===== config.mk =====
export PLATFORM = sky130hd
export DESIGN_NAME = gpio_port_with_pin_interrupts
export DESIGN_NICKNAME = d
export VERILOG_FILES = /design/src/design/gpiopi_pkg.sv /design/src/design/gpio_port_with_pin_interrupts.sv /design/src/design/gpiopi_in_reg.sv /design/src/design/gpiopi_core.sv /design/src/design/gpiopi_out_reg.sv
export SDC_FILE = /design/constraint.sdc
export NUM_CORES = 1
export LEC_CHECK = 0
export ABC_AREA = 1
export BUFFER_PORTS_ARGS = -buffer_cell sky130_fd_sc_hd__buf_4
export CAP_MARGIN = 10
export CORE_ASPECT_RATIO = 0.8
export CORE_MARGIN = 2
export CORE_UTILIZATION = 40
export CTS_BUF_LIST = sky130_fd_sc_hd__clkbuf_16
export CTS_CLUSTER_SIZE = 40
export DETAILED_ROUTE_END_ITERATION = 6
export PLACE_DENSITY_LB_ADDON = 0.08
export SLEW_MARGIN = 5
export SYNTH_ARGS = -nofsm -noshare
export SYNTH_HDL_FRONTEND = slang
export SYNTH_SLANG_ARGS = --single-unit

===== constraint.sdc =====
create_clock -name clk -period 8.3 [get_ports clk]
set_input_delay 0.83 -clock clk [delete_from_list [all_inputs] [get_ports clk]]
set_output_delay 0.83 -clock clk [all_outputs]
set_load 0.01 [all_outputs]

===== src/design/gpiopi_pkg.sv =====
package gpiopi_pkg;

  // Word field widths
  localparam int CMD_W  = 2;
  localparam int OFS_W  = 12;
  localparam int DATA_W = 32;
  localparam int PAD_W  = 22;
  localparam int TYPE_W = 3;
  localparam int ENA_W  = 5;
  localparam int SEL_W  = 8;
  localparam int WORD_W = OFS_W - 2;

  // Command codes
  localparam logic [CMD_W-1:0] CMD_TICK  = 2'd0;
  localparam logic [CMD_W-1:0] CMD_READ  = 2'd1;
  localparam logic [CMD_W-1:0] CMD_WRITE = 2'd2;
  localparam logic [CMD_W-1:0] CMD_NOP   = 2'd3;

  // Register byte offsets
  localparam logic [OFS_W-1:0] OFF_OUT    = 12'h004;
  localparam logic [OFS_W-1:0] OFF_OUT_S  = 12'h008;
  localparam logic [OFS_W-1:0] OFF_OUT_C  = 12'h00c;
  localparam logic [OFS_W-1:0] OFF_EN     = 12'h020;
  localparam logic [OFS_W-1:0] OFF_EN_S   = 12'h024;
  localparam logic [OFS_W-1:0] OFF_EN_C   = 12'h028;
  localparam logic [OFS_W-1:0] OFF_IN     = 12'h03c;
  localparam logic [OFS_W-1:0] OFF_STAT   = 12'h044;
  localparam logic [OFS_W-1:0] OFF_STAT_C = 12'h04c;
  localparam logic [OFS_W-1:0] OFF_PIN0   = 12'h074;
  localparam logic [OFS_W-1:0] OFF_SEL0   = 12'h554;

  // Word addresses of the per-pin register banks
  localparam logic [WORD_W-1:0] PIN_WORD0 = OFF_PIN0[OFS_W-1:2];
  localparam logic [WORD_W-1:0] SEL_WORD0 = OFF_SEL0[OFS_W-1:2];

  // Per-pin config register layout
  localparam int TYPE_SHIFT = 7;
  localparam int ENA_SHIFT  = 13;
  localparam logic [ENA_W-1:0] ENA_MASK = 5'h1f;

  // Interrupt trigger types
  localparam logic [TYPE_W-1:0] TRIG_NONE    = 3'd0;
  localparam logic [TYPE_W-1:0] TRIG_RISE    = 3'd1;
  localparam logic [TYPE_W-1:0] TRIG_FALL    = 3'd2;
  localparam logic [TYPE_W-1:0] TRIG_ANY     = 3'd3;
  localparam logic [TYPE_W-1:0] TRIG_LOW     = 3'd4;
  localparam logic [TYPE_W-1:0] TRIG_HIGH    = 3'd5;

  typedef struct packed {
    logic [CMD_W-1:0]  cmd;
    logic [OFS_W-1:0]  byte_offset;
    logic [DATA_W-1:0] write_data;
    logic [PAD_W-1:0]  pad_levels;
  } in_item_t;

  typedef struct packed {
    logic [DATA_W-1:0] read_data;
    logic              irq;
    logic [PAD_W-1:0]  pad_drive;
    logic [PAD_W-1:0]  pad_drive_enable;
  } out_item_t;

  // Decide whether one pin's sample fires its trigger type
  function automatic logic trig_hit(input logic [TYPE_W-1:0] ttype,
                                    input logic was, input logic is_now);
    logic hit;
    hit = 1'b0;
    unique case (ttype)
      TRIG_RISE: hit = !was && is_now;
      TRIG_FALL: hit = was && !is_now;
      TRIG_ANY:  hit = was != is_now;
      TRIG_LOW:  hit = !is_now;
      TRIG_HIGH: hit = is_now;
      default:   hit = 1'b0;
    endcase
    return hit;
  endfunction

endpackage


===== src/design/gpio_port_with_pin_interrupts.sv =====
// GPIO port with per-pin interrupts, NUM_PINS pins behind a 32-bit register map.
// Input channel (in_valid/in_ready/in_data): one word per tick, read or write.
//   A tick samples pad_levels and updates the edge/level interrupt status; a
//   read or write addresses OUT, ENABLE (direct, set, clear), IN, STATUS,
//   STATUS_W1TC, the per-pin config and the output-select registers.
// Result channel (out_valid/out_ready/out_data): exactly one word per input
//   word, carrying read_data, irq and the pad drive/enable after that word.
// out_valid rises once the accepted input word has passed the input register
//   and the register file update and has been loaded into the result register.
// Throughput: one word per cycle while the receiver does not stall; the register
//   file update between the input and result registers sets this figure.
// Reset (rst_n low at a clock edge) clears all port registers, the interrupt
//   status, every pin config and both pipeline slots.
// When the receiver stalls, the result word is held, the input register
//   fills and in_ready drops; nothing is lost or repeated.
module gpio_port_with_pin_interrupts #(
  parameter int NUM_PINS = 22
) (
  input  logic                  clk,
  input  logic                  rst_n,
  input  logic                  in_valid,
  output logic                  in_ready,
  input  gpiopi_pkg::in_item_t  in_data,
  output logic                  out_valid,
  input  logic                  out_ready,
  output gpiopi_pkg::out_item_t out_data
);

  logic                  item_valid;
  gpiopi_pkg::in_item_t  item;
  logic                  space;
  logic                  step;
  gpiopi_pkg::out_item_t res;

  // Advance a word when it is present and the result slot can take it
  assign step = item_valid && space;

  gpiopi_in_reg u_in_reg (
    .clk        (clk),
    .rst_n      (rst_n),
    .in_valid   (in_valid),
    .in_ready   (in_ready),
    .in_data    (in_data),
    .take       (step),
    .item_valid (item_valid),
    .item       (item)
  );

  gpiopi_core #(
    .NUM_PINS (NUM_PINS)
  ) u_core (
    .clk   (clk),
    .rst_n (rst_n),
    .step  (step),
    .item  (item),
    .res   (res)
  );

  gpiopi_out_reg u_out_reg (
    .clk       (clk),
    .rst_n     (rst_n),
    .load      (step),
    .res       (res),
    .space     (space),
    .out_valid (out_valid),
    .out_ready (out_ready),
    .out_data  (out_data)
  );

endmodule


===== src/design/gpiopi_in_reg.sv =====
module gpiopi_in_reg (
  input  logic                 clk,
  input  logic                 rst_n,
  input  logic                 in_valid,
  output logic                 in_ready,
  input  gpiopi_pkg::in_item_t in_data,
  input  logic                 take,
  output logic                 item_valid,
  output gpiopi_pkg::in_item_t item
);

  logic                 valid_r;
  logic                 valid_nxt;
  gpiopi_pkg::in_item_t item_r;

  // Accept a new word whenever the slot is empty or drains this cycle
  assign in_ready = !valid_r || take;

  always_comb begin
    valid_nxt = valid_r;
    if (in_valid && in_ready) begin
      valid_nxt = 1'b1;
    end else if (take) begin
      valid_nxt = 1'b0;
    end
  end

  always_ff @(posedge clk) begin
    if (!rst_n) begin
      valid_r <= 1'b0;
    end else begin
      valid_r <= valid_nxt;
    end
  end

  // Hold the payload until the next accepted word
  always_ff @(posedge clk) begin
    if (in_valid && in_ready) begin
      item_r <= in_data;
    end
  end

  assign item_valid = valid_r;
  assign item       = item_r;

endmodule


===== src/design/gpiopi_core.sv =====
module gpiopi_core #(
  parameter int NUM_PINS = 22
) (
  input  logic                  clk,
  input  logic                  rst_n,
  input  logic                  step,
  input  gpiopi_pkg::in_item_t  item,
  output gpiopi_pkg::out_item_t res
);

  localparam int PW    = NUM_PINS;
  localparam int IDX_W = (NUM_PINS > 1) ? $clog2(NUM_PINS) : 1;

  logic [PW-1:0] out_data_r,   out_data_nxt;
  logic [PW-1:0] out_enable_r, out_enable_nxt;
  logic [PW-1:0] sampled_r,    sampled_nxt;
  logic [PW-1:0] pending_r,    pending_nxt;

  logic [gpiopi_pkg::TYPE_W-1:0] trig_type_r [PW];
  logic [gpiopi_pkg::TYPE_W-1:0] trig_type_nxt [PW];
  logic [gpiopi_pkg::ENA_W-1:0]  trig_ena_r [PW];
  logic [gpiopi_pkg::ENA_W-1:0]  trig_ena_nxt [PW];
  logic [gpiopi_pkg::SEL_W-1:0]  sel_r [PW];
  logic [gpiopi_pkg::SEL_W-1:0]  sel_nxt [PW];

  logic                               is_tick, is_read, is_write;
  logic [gpiopi_pkg::OFS_W-1:0]       addr;
  logic [gpiopi_pkg::WORD_W-1:0]      word;
  logic [gpiopi_pkg::WORD_W-1:0]      pin_rel, sel_rel;
  logic                               pin_hit, sel_hit;
  logic [IDX_W-1:0]                   pin_idx, sel_idx;
  logic [gpiopi_pkg::DATA_W-1:0]      pads32;
  logic [PW-1:0]                      pads;
  logic [PW-1:0]                      wmask;
  logic [PW-1:0]                      hit_vec;
  logic [PW-1:0]                      cpu_en;
  logic [gpiopi_pkg::DATA_W-1:0]      rd;
  logic [gpiopi_pkg::DATA_W-1:0]      drive32, drive_en32;

  // Decode the command and the address
  assign is_tick  = item.cmd == gpiopi_pkg::CMD_TICK;
  assign is_read  = item.cmd == gpiopi_pkg::CMD_READ;
  assign is_write = item.cmd == gpiopi_pkg::CMD_WRITE;
  assign addr     = {item.byte_offset[gpiopi_pkg::OFS_W-1:2], 2'b00};
  assign word     = item.byte_offset[gpiopi_pkg::OFS_W-1:2];
  assign pin_rel  = word - gpiopi_pkg::PIN_WORD0;
  assign sel_rel  = word - gpiopi_pkg::SEL_WORD0;
  assign pin_hit  = (word >= gpiopi_pkg::PIN_WORD0) &&
                    (pin_rel < gpiopi_pkg::WORD_W'(NUM_PINS));
  assign sel_hit  = (word >= gpiopi_pkg::SEL_WORD0) &&
                    (sel_rel < gpiopi_pkg::WORD_W'(NUM_PINS));
  assign pin_idx  = pin_rel[IDX_W-1:0];
  assign sel_idx  = sel_rel[IDX_W-1:0];

  assign pads32 = gpiopi_pkg::DATA_W'(item.pad_levels);
  assign pads   = pads32[PW-1:0];
  assign wmask  = item.write_data[PW-1:0];

  // Match each pin's trigger against the new sample
  genvar n;
  generate
    for (n = 0; n < PW; n++) begin : g_pin
      assign hit_vec[n] = gpiopi_pkg::trig_hit(trig_type_r[n], sampled_r[n], pads[n]);

      // Update the per-pin config and output-select storage
      always_comb begin
        trig_type_nxt[n] = trig_type_r[n];
        trig_ena_nxt[n]  = trig_ena_r[n];
        sel_nxt[n]       = sel_r[n];
        if (is_write && pin_hit && pin_idx == IDX_W'(n)) begin
          trig_type_nxt[n] = item.write_data[gpiopi_pkg::TYPE_SHIFT +: gpiopi_pkg::TYPE_W];
          trig_ena_nxt[n]  = item.write_data[gpiopi_pkg::ENA_SHIFT +: gpiopi_pkg::ENA_W] &
                             gpiopi_pkg::ENA_MASK;
        end
        if (is_write && !pin_hit && sel_hit && sel_idx == IDX_W'(n)) begin
          sel_nxt[n] = item.write_data[gpiopi_pkg::SEL_W-1:0];
        end
      end

      assign cpu_en[n] = trig_ena_nxt[n][0];

      always_ff @(posedge clk) begin
        if (!rst_n) begin
          trig_type_r[n] <= gpiopi_pkg::TRIG_NONE;
          trig_ena_r[n]  <= '0;
          sel_r[n]       <= '0;
        end else if (step) begin
          trig_type_r[n] <= trig_type_nxt[n];
          trig_ena_r[n]  <= trig_ena_nxt[n];
          sel_r[n]       <= sel_nxt[n];
        end
      end
    end
  endgenerate

  // Apply ticks and writes to the port-wide registers
  always_comb begin
    out_data_nxt   = out_data_r;
    out_enable_nxt = out_enable_r;
    sampled_nxt    = sampled_r;
    pending_nxt    = pending_r;
    if (is_tick) begin
      sampled_nxt = pads;
      pending_nxt = pending_r | hit_vec;
    end else if (is_write) begin
      priority if (addr == gpiopi_pkg::OFF_OUT) begin
        out_data_nxt = wmask;
      end else if (addr == gpiopi_pkg::OFF_OUT_S) begin
        out_data_nxt = out_data_r | wmask;
      end else if (addr == gpiopi_pkg::OFF_OUT_C) begin
        out_data_nxt = out_data_r & ~wmask;
      end else if (addr == gpiopi_pkg::OFF_EN) begin
        out_enable_nxt = wmask;
      end else if (addr == gpiopi_pkg::OFF_EN_S) begin
        out_enable_nxt = out_enable_r | wmask;
      end else if (addr == gpiopi_pkg::OFF_EN_C) begin
        out_enable_nxt = out_enable_r & ~wmask;
      end else if (addr == gpiopi_pkg::OFF_STAT_C) begin
        pending_nxt = pending_r & ~wmask;
      end else begin
        out_data_nxt = out_data_r;
      end
    end
  end

  always_ff @(posedge clk) begin
    if (!rst_n) begin
      out_data_r   <= '0;
      out_enable_r <= '0;
      sampled_r    <= '0;
      pending_r    <= '0;
    end else if (step) begin
      out_data_r   <= out_data_nxt;
      out_enable_r <= out_enable_nxt;
      sampled_r    <= sampled_nxt;
      pending_r    <= pending_nxt;
    end
  end

  // Select the read word from the state before this access
  always_comb begin
    rd = '0;
    if (is_read) begin
      priority if (addr == gpiopi_pkg::OFF_OUT) begin
        rd = gpiopi_pkg::DATA_W'(out_data_r);
      end else if (addr == gpiopi_pkg::OFF_EN) begin
        rd = gpiopi_pkg::DATA_W'(out_enable_r);
      end else if (addr == gpiopi_pkg::OFF_IN) begin
        rd = gpiopi_pkg::DATA_W'(sampled_r);
      end else if (addr == gpiopi_pkg::OFF_STAT) begin
        rd = gpiopi_pkg::DATA_W'(pending_r);
      end else if (pin_hit) begin
        rd = (gpiopi_pkg::DATA_W'(trig_type_r[pin_idx]) << gpiopi_pkg::TYPE_SHIFT) |
             (gpiopi_pkg::DATA_W'(trig_ena_r[pin_idx]) << gpiopi_pkg::ENA_SHIFT);
      end else if (sel_hit) begin
        rd = gpiopi_pkg::DATA_W'(sel_r[sel_idx]);
      end else begin
        rd = '0;
      end
    end
  end

  // Report the port state after this word
  assign drive32    = gpiopi_pkg::DATA_W'(out_data_nxt);
  assign drive_en32 = gpiopi_pkg::DATA_W'(out_enable_nxt);

  assign res.read_data        = rd;
  assign res.irq              = |(pending_nxt & cpu_en);
  assign res.pad_drive        = drive32[gpiopi_pkg::PAD_W-1:0];
  assign res.pad_drive_enable = drive_en32[gpiopi_pkg::PAD_W-1:0];

endmodule


===== src/design/gpiopi_out_reg.sv =====
module gpiopi_out_reg (
  input  logic                  clk,
  input  logic                  rst_n,
  input  logic                  load,
  input  gpiopi_pkg::out_item_t res,
  output logic                  space,
  output logic                  out_valid,
  input  logic                  out_ready,
  output gpiopi_pkg::out_item_t out_data
);

  logic                  valid_r;
  logic                  valid_nxt;
  gpiopi_pkg::out_item_t data_r;

  // Take a new result when empty or when the held word leaves now
  assign space = !valid_r || out_ready;

  always_comb begin
    valid_nxt = valid_r;
    if (load) begin
      valid_nxt = 1'b1;
    end else if (out_ready) begin
      valid_nxt = 1'b0;
    end
  end

  always_ff @(posedge clk) begin
    if (!rst_n) begin
      valid_r <= 1'b0;
    end else begin
      valid_r <= valid_nxt;
    end
  end

  // Hold the result word while the receiver stalls
  always_ff @(posedge clk) begin
    if (load) begin
      data_r <= res;
    end
  end

  assign out_valid = valid_r;
  assign out_data  = data_r;

endmodule

==> impl.org <==
** Floorplan
- In this run the count of I/O pins placed on the die edge is 151.
- For this configuration, the core starts out at a cell density of 40.4%.
- The floorplan step defined a core boundary enclosing 67,200 sq um.
- Chip Width :: 295 microns
- After floorplanning, the core was divided into 85 placement rows.
- Die outline area :: 70,000 sq um
- The die is 237 microns tall.

** Synth
- Post-synth design cell area :: 27,200 sq um
- Number of flops mapped to enable cells by yosys :: 475
- In this run the mean area of a mapped cell was 9.18 sq um.
- Share of flip-flops with an asynchronous set or reset after synthesis :: 0%
- Library cells used by synthesis :: 43
- Yosys printed 0 warnings.
- Number of cells produced by synthesis :: 2,958
- For this run, the leading register cell type out of synthesis is sky130_fd_sc_hd__edfxtp_1.
- For this run, the register share of the synthesized area comes to 59.2%.
- Counting flops and latches in the post-synthesis netlist gives 565.

** STA
- The count of pins over their slew limit was 0.
- Adding up every negative setup slack in the final design gives 0 ns.
- Final setup vio count :: 0
- Fmax :: 0.173 GHz
- After layout, the worst setup slack is 2.51 ns.
- Across all hold checks on the routed design, the worst slack comes to 0.319 ns.
- In the finished design, the share of the clock period the worst path needs comes to 69.7%.
- Setup repair after global routing missed its margin :: no
- Headroom to the max-slew limit came out at 18.2%.
- The routed design could run at a clock period as short as 5.79 ns.
- The number of hold violations in the final report is 0.
- Worst-margin pin slew :: 1.22 ns
- On the final layout, the worst clock skew is 0.0730 ns.

** Layout
- The post-route netlist has 10.2% of its cells at a drive strength greater than 1.
- With fillers left out, the area of the finished cells amounts to 31,000 sq um.
- Register area :: 16,100 sq um
- For this run, the post-layout net count is 3,152.
- Share of the core filled with cells in the final layout :: 46.1%
- The layout has 6,445 filler cells.
- Leaving out fill and tap cells, the most frequent cell in the layout is sky130_fd_sc_hd__nand2_1.
- Syn-to-layout area delta :: 14.2%
- Leading cell types in the layout, fill and taps excluded :: sky130_fd_sc_hd__nand2_1 (638), sky130_fd_sc_hd__edfxtp_1 (475), sky130_fd_sc_hd__nor2_1 (448), sky130_fd_sc_hd__o21ai_0 (308), sky130_fd_sc_hd__inv_1 (235)
- Area used by multi-input combinational logic :: 9570 sq um
- Final cell count without fillers :: 3,998

** Worst setup path
- Along the worst path, the maximum fanout reaches 30.
- The critical path contains buffers and inverters numbering 6 combined.
- On the critical path the largest part of the delay comes from simple AND/OR/NAND/NOR gates.
- At the worst endpoint, the required time is 8.69 ns.
- Library cell contributing the largest single delay on the critical path :: sky130_fd_sc_hd__edfxtp_1
- Longest individual stage delay on the worst path :: 1.06 ns
- The worst setup path is of the reg -> reg kind.
- Data arrives at the worst endpoint at 6.17 ns.
- Series of cell instances along the critical path :: inv_4, ha_2, inv_2, nand2_1, nand2_1, buf_4, inv_2, nor2_2, buf_4, inv_1, nor2_1, nand2_1, nor2_1, nand2_1, nand3_1, nand4_1, nor2_1, nand2_1
- The worst setup path is launched from a flop.
- In this design, the critical path's most frequently occurring cell is sky130_fd_sc_hd__nand2_1.
- Crit path capture type :: flop

** Clocking
- Buffers inserted to repair hold after CTS numbered 0.
- Post-CTS Resized :: 0
- In this run the number of H-tree levels came out at 2.
- Clock buffer count from CTS :: 60
- For the worst-skew pair, the clock arrives at the later sink with an insertion delay of 0.68 ns.
- The clock passes through at most 3 buffers.
- Clock transition at path regs :: 0.07 ns
- CTS saw 565 sinks.
- TritonCTS clock tree :: yes
- Clock tree synthesis selected as its root buffer the cell sky130_fd_sc_hd__clkbuf_16.
- Post-CTS Setup Repair Bufs :: 0

** Placement
- Routability-driven placement finished with a final weighted congestion of 0.898.
- DPL Wire Length :: 63,900 microns
- Placed inst area :: 29,000 sq um
- Port Buf Inserts :: 128
- Post-placement setup slack :: 2.66 ns
- Cell count after placement :: 3,883

** GRT
- Wire length of the first global-routing pass :: 138,000 microns
- Entering global routing, the biggest net connects 84 pins.
- met1 is the most crowded layer.
- The initial antenna violation count is 2.
- The via count of the first global-routing pass came to 21,500.
- The total overflow left after global routing is 0.
- Global router's overall resource usage :: 26.5%
- For met1 alone, demand over resource in global routing was 40.2%.
- Routing usage on met3 :: 4.01%
- Met2 Usage GRT :: 39.5%

** Worst hold path
- The path class of the tightest hold or removal check is in -> reg.

** Power and ir drop
- In this run the power density over the cells is 216 nW/um^2.
- The analysis attributes to cell leakage a power of 12.2 nW.
- Final Total Pwr :: 6.69 mW
- Max VDD drop :: 0.188 mV

** Drt
- Number of vias in the routed layout :: 22,500
- Once detail routing completed, the nets flagged for antenna violations numbered 0.
- The first TritonRoute pass finished after 6 iterations.
- DR WL/cell :: 23.7 microns
- Drt first-iter violations :: 2,834
- Via/cell ratio :: 5.64
- The final layout contains routed wiring with a total length of 94,600 microns.
- DR DRC count :: 0

** Job
- Across the run, the number of max-cap violations was 0.

** Run status
- Result of the run :: finished, final reports clean
[state kept, by name, summed over array words and instances (netlist names)]
| signal | count |
|---|---|
| u_in_reg.item | 56 |
| u_core.pending_r | 22 |
| u_out_reg.out_valid | 1 |
| u_core.out_data_r | 22 |
| u_core.sampled_r | 22 |
| u_core.sel_r | 176 |
| u_core.trig_ena_r | 110 |
| u_out_reg.out_data | 67 |
| u_core.out_enable_r | 22 |
| u_in_reg.item_valid | 1 |
| u_core.trig_type_r | 66 |
[kinds of logic (layout without fill, tap and decap cells)]
kind of cell	Yosys count	count (layout)	share of synthesized area, %
AND/OR/NAND/NOR	1324	1324	19.8
AO/OA/AOI/OAI	612	612	13.0
XOR/XNOR	1	1	0.0323
adder cells (fa/ha/maj)	48	48	2.21
flip-flops	565	565	59.2
other	1	12	0.0138
buffers and inverters	407	523	5.79
[layer usage]
metal | part of all wire [%] | wire length (microns)
met5 | 0.021 | 20
met2 | 43 | 41100
met4 | 2.3 | 2160
met3 | 8.4 | 7990
met1 | 46 | 43400
[where the power goes]
group / total (mW) / internal [mW] / switching, mW
Sequential: 3.24 / 3.18 / 0.0624
Clock: 2.81 / 1.60 / 1.21
Combinational: 0.645 / 0.168 / 0.477
Total: 6.69 / 4.95 / 1.74
[synth_stat cells, types with 16 or more instances]
cell type	n	area (sq um)
sky130_fd_sc_hd__clkbuf_1	151	567
sky130_fd_sc_hd__nor2_1	453	1700
sky130_fd_sc_hd__nand2_1	639	2400
sky130_fd_sc_hd__o211ai_1	24	180
sky130_fd_sc_hd__nand2_2	16	100
sky130_fd_sc_hd__nand3_1	158	791
sky130_fd_sc_hd__o21ai_0	309	1550
sky130_fd_sc_hd__a21oi_1	151	756
sky130_fd_sc_hd__inv_1	226	848
sky130_fd_sc_hd__ha_1	48	601
sky130_fd_sc_hd__o2111ai_1	34	298
sky130_fd_sc_hd__dfxtp_1	90	1800
sky130_fd_sc_hd__edfxtp_1	475	14300
sky130_fd_sc_hd__nand4_1	21	131
[worst paths after layout]
kind                            slack, ns  cells past startpoint                                 to                         startpoint
worst max-delay path                 2.51                     18   u_out_reg.out_data[44]$_DFFE_PP_        u_in_reg.item[56]$_DFFE_PP_
worst min-delay path                 0.32                      1        u_in_reg.item[18]$_DFFE_PP_                        in_data[18]
worst max register to register       2.51                     18   u_out_reg.out_data[44]$_DFFE_PP_        u_in_reg.item[56]$_DFFE_PP_
worst min register to register       0.49                      2  u_core.out_data_r[1]$_SDFFE_PN0P_  u_core.out_data_r[1]$_SDFFE_PN0P_
[cell type report]
type / count / area share (%)
Sequential cell: 565 / 51.8
Multi-Input combinational cell: 1995 / 30.9
Clock buffer: 60 / 4.84
Timing Repair Buffer: 175 / 4.24
Tap cell: 913 / 3.68
Inverter: 235 / 2.85
Clock inverter: 53 / 1.72
Antenna cell: 2 / 0.0161
Power figures use the tool's default switching activity.
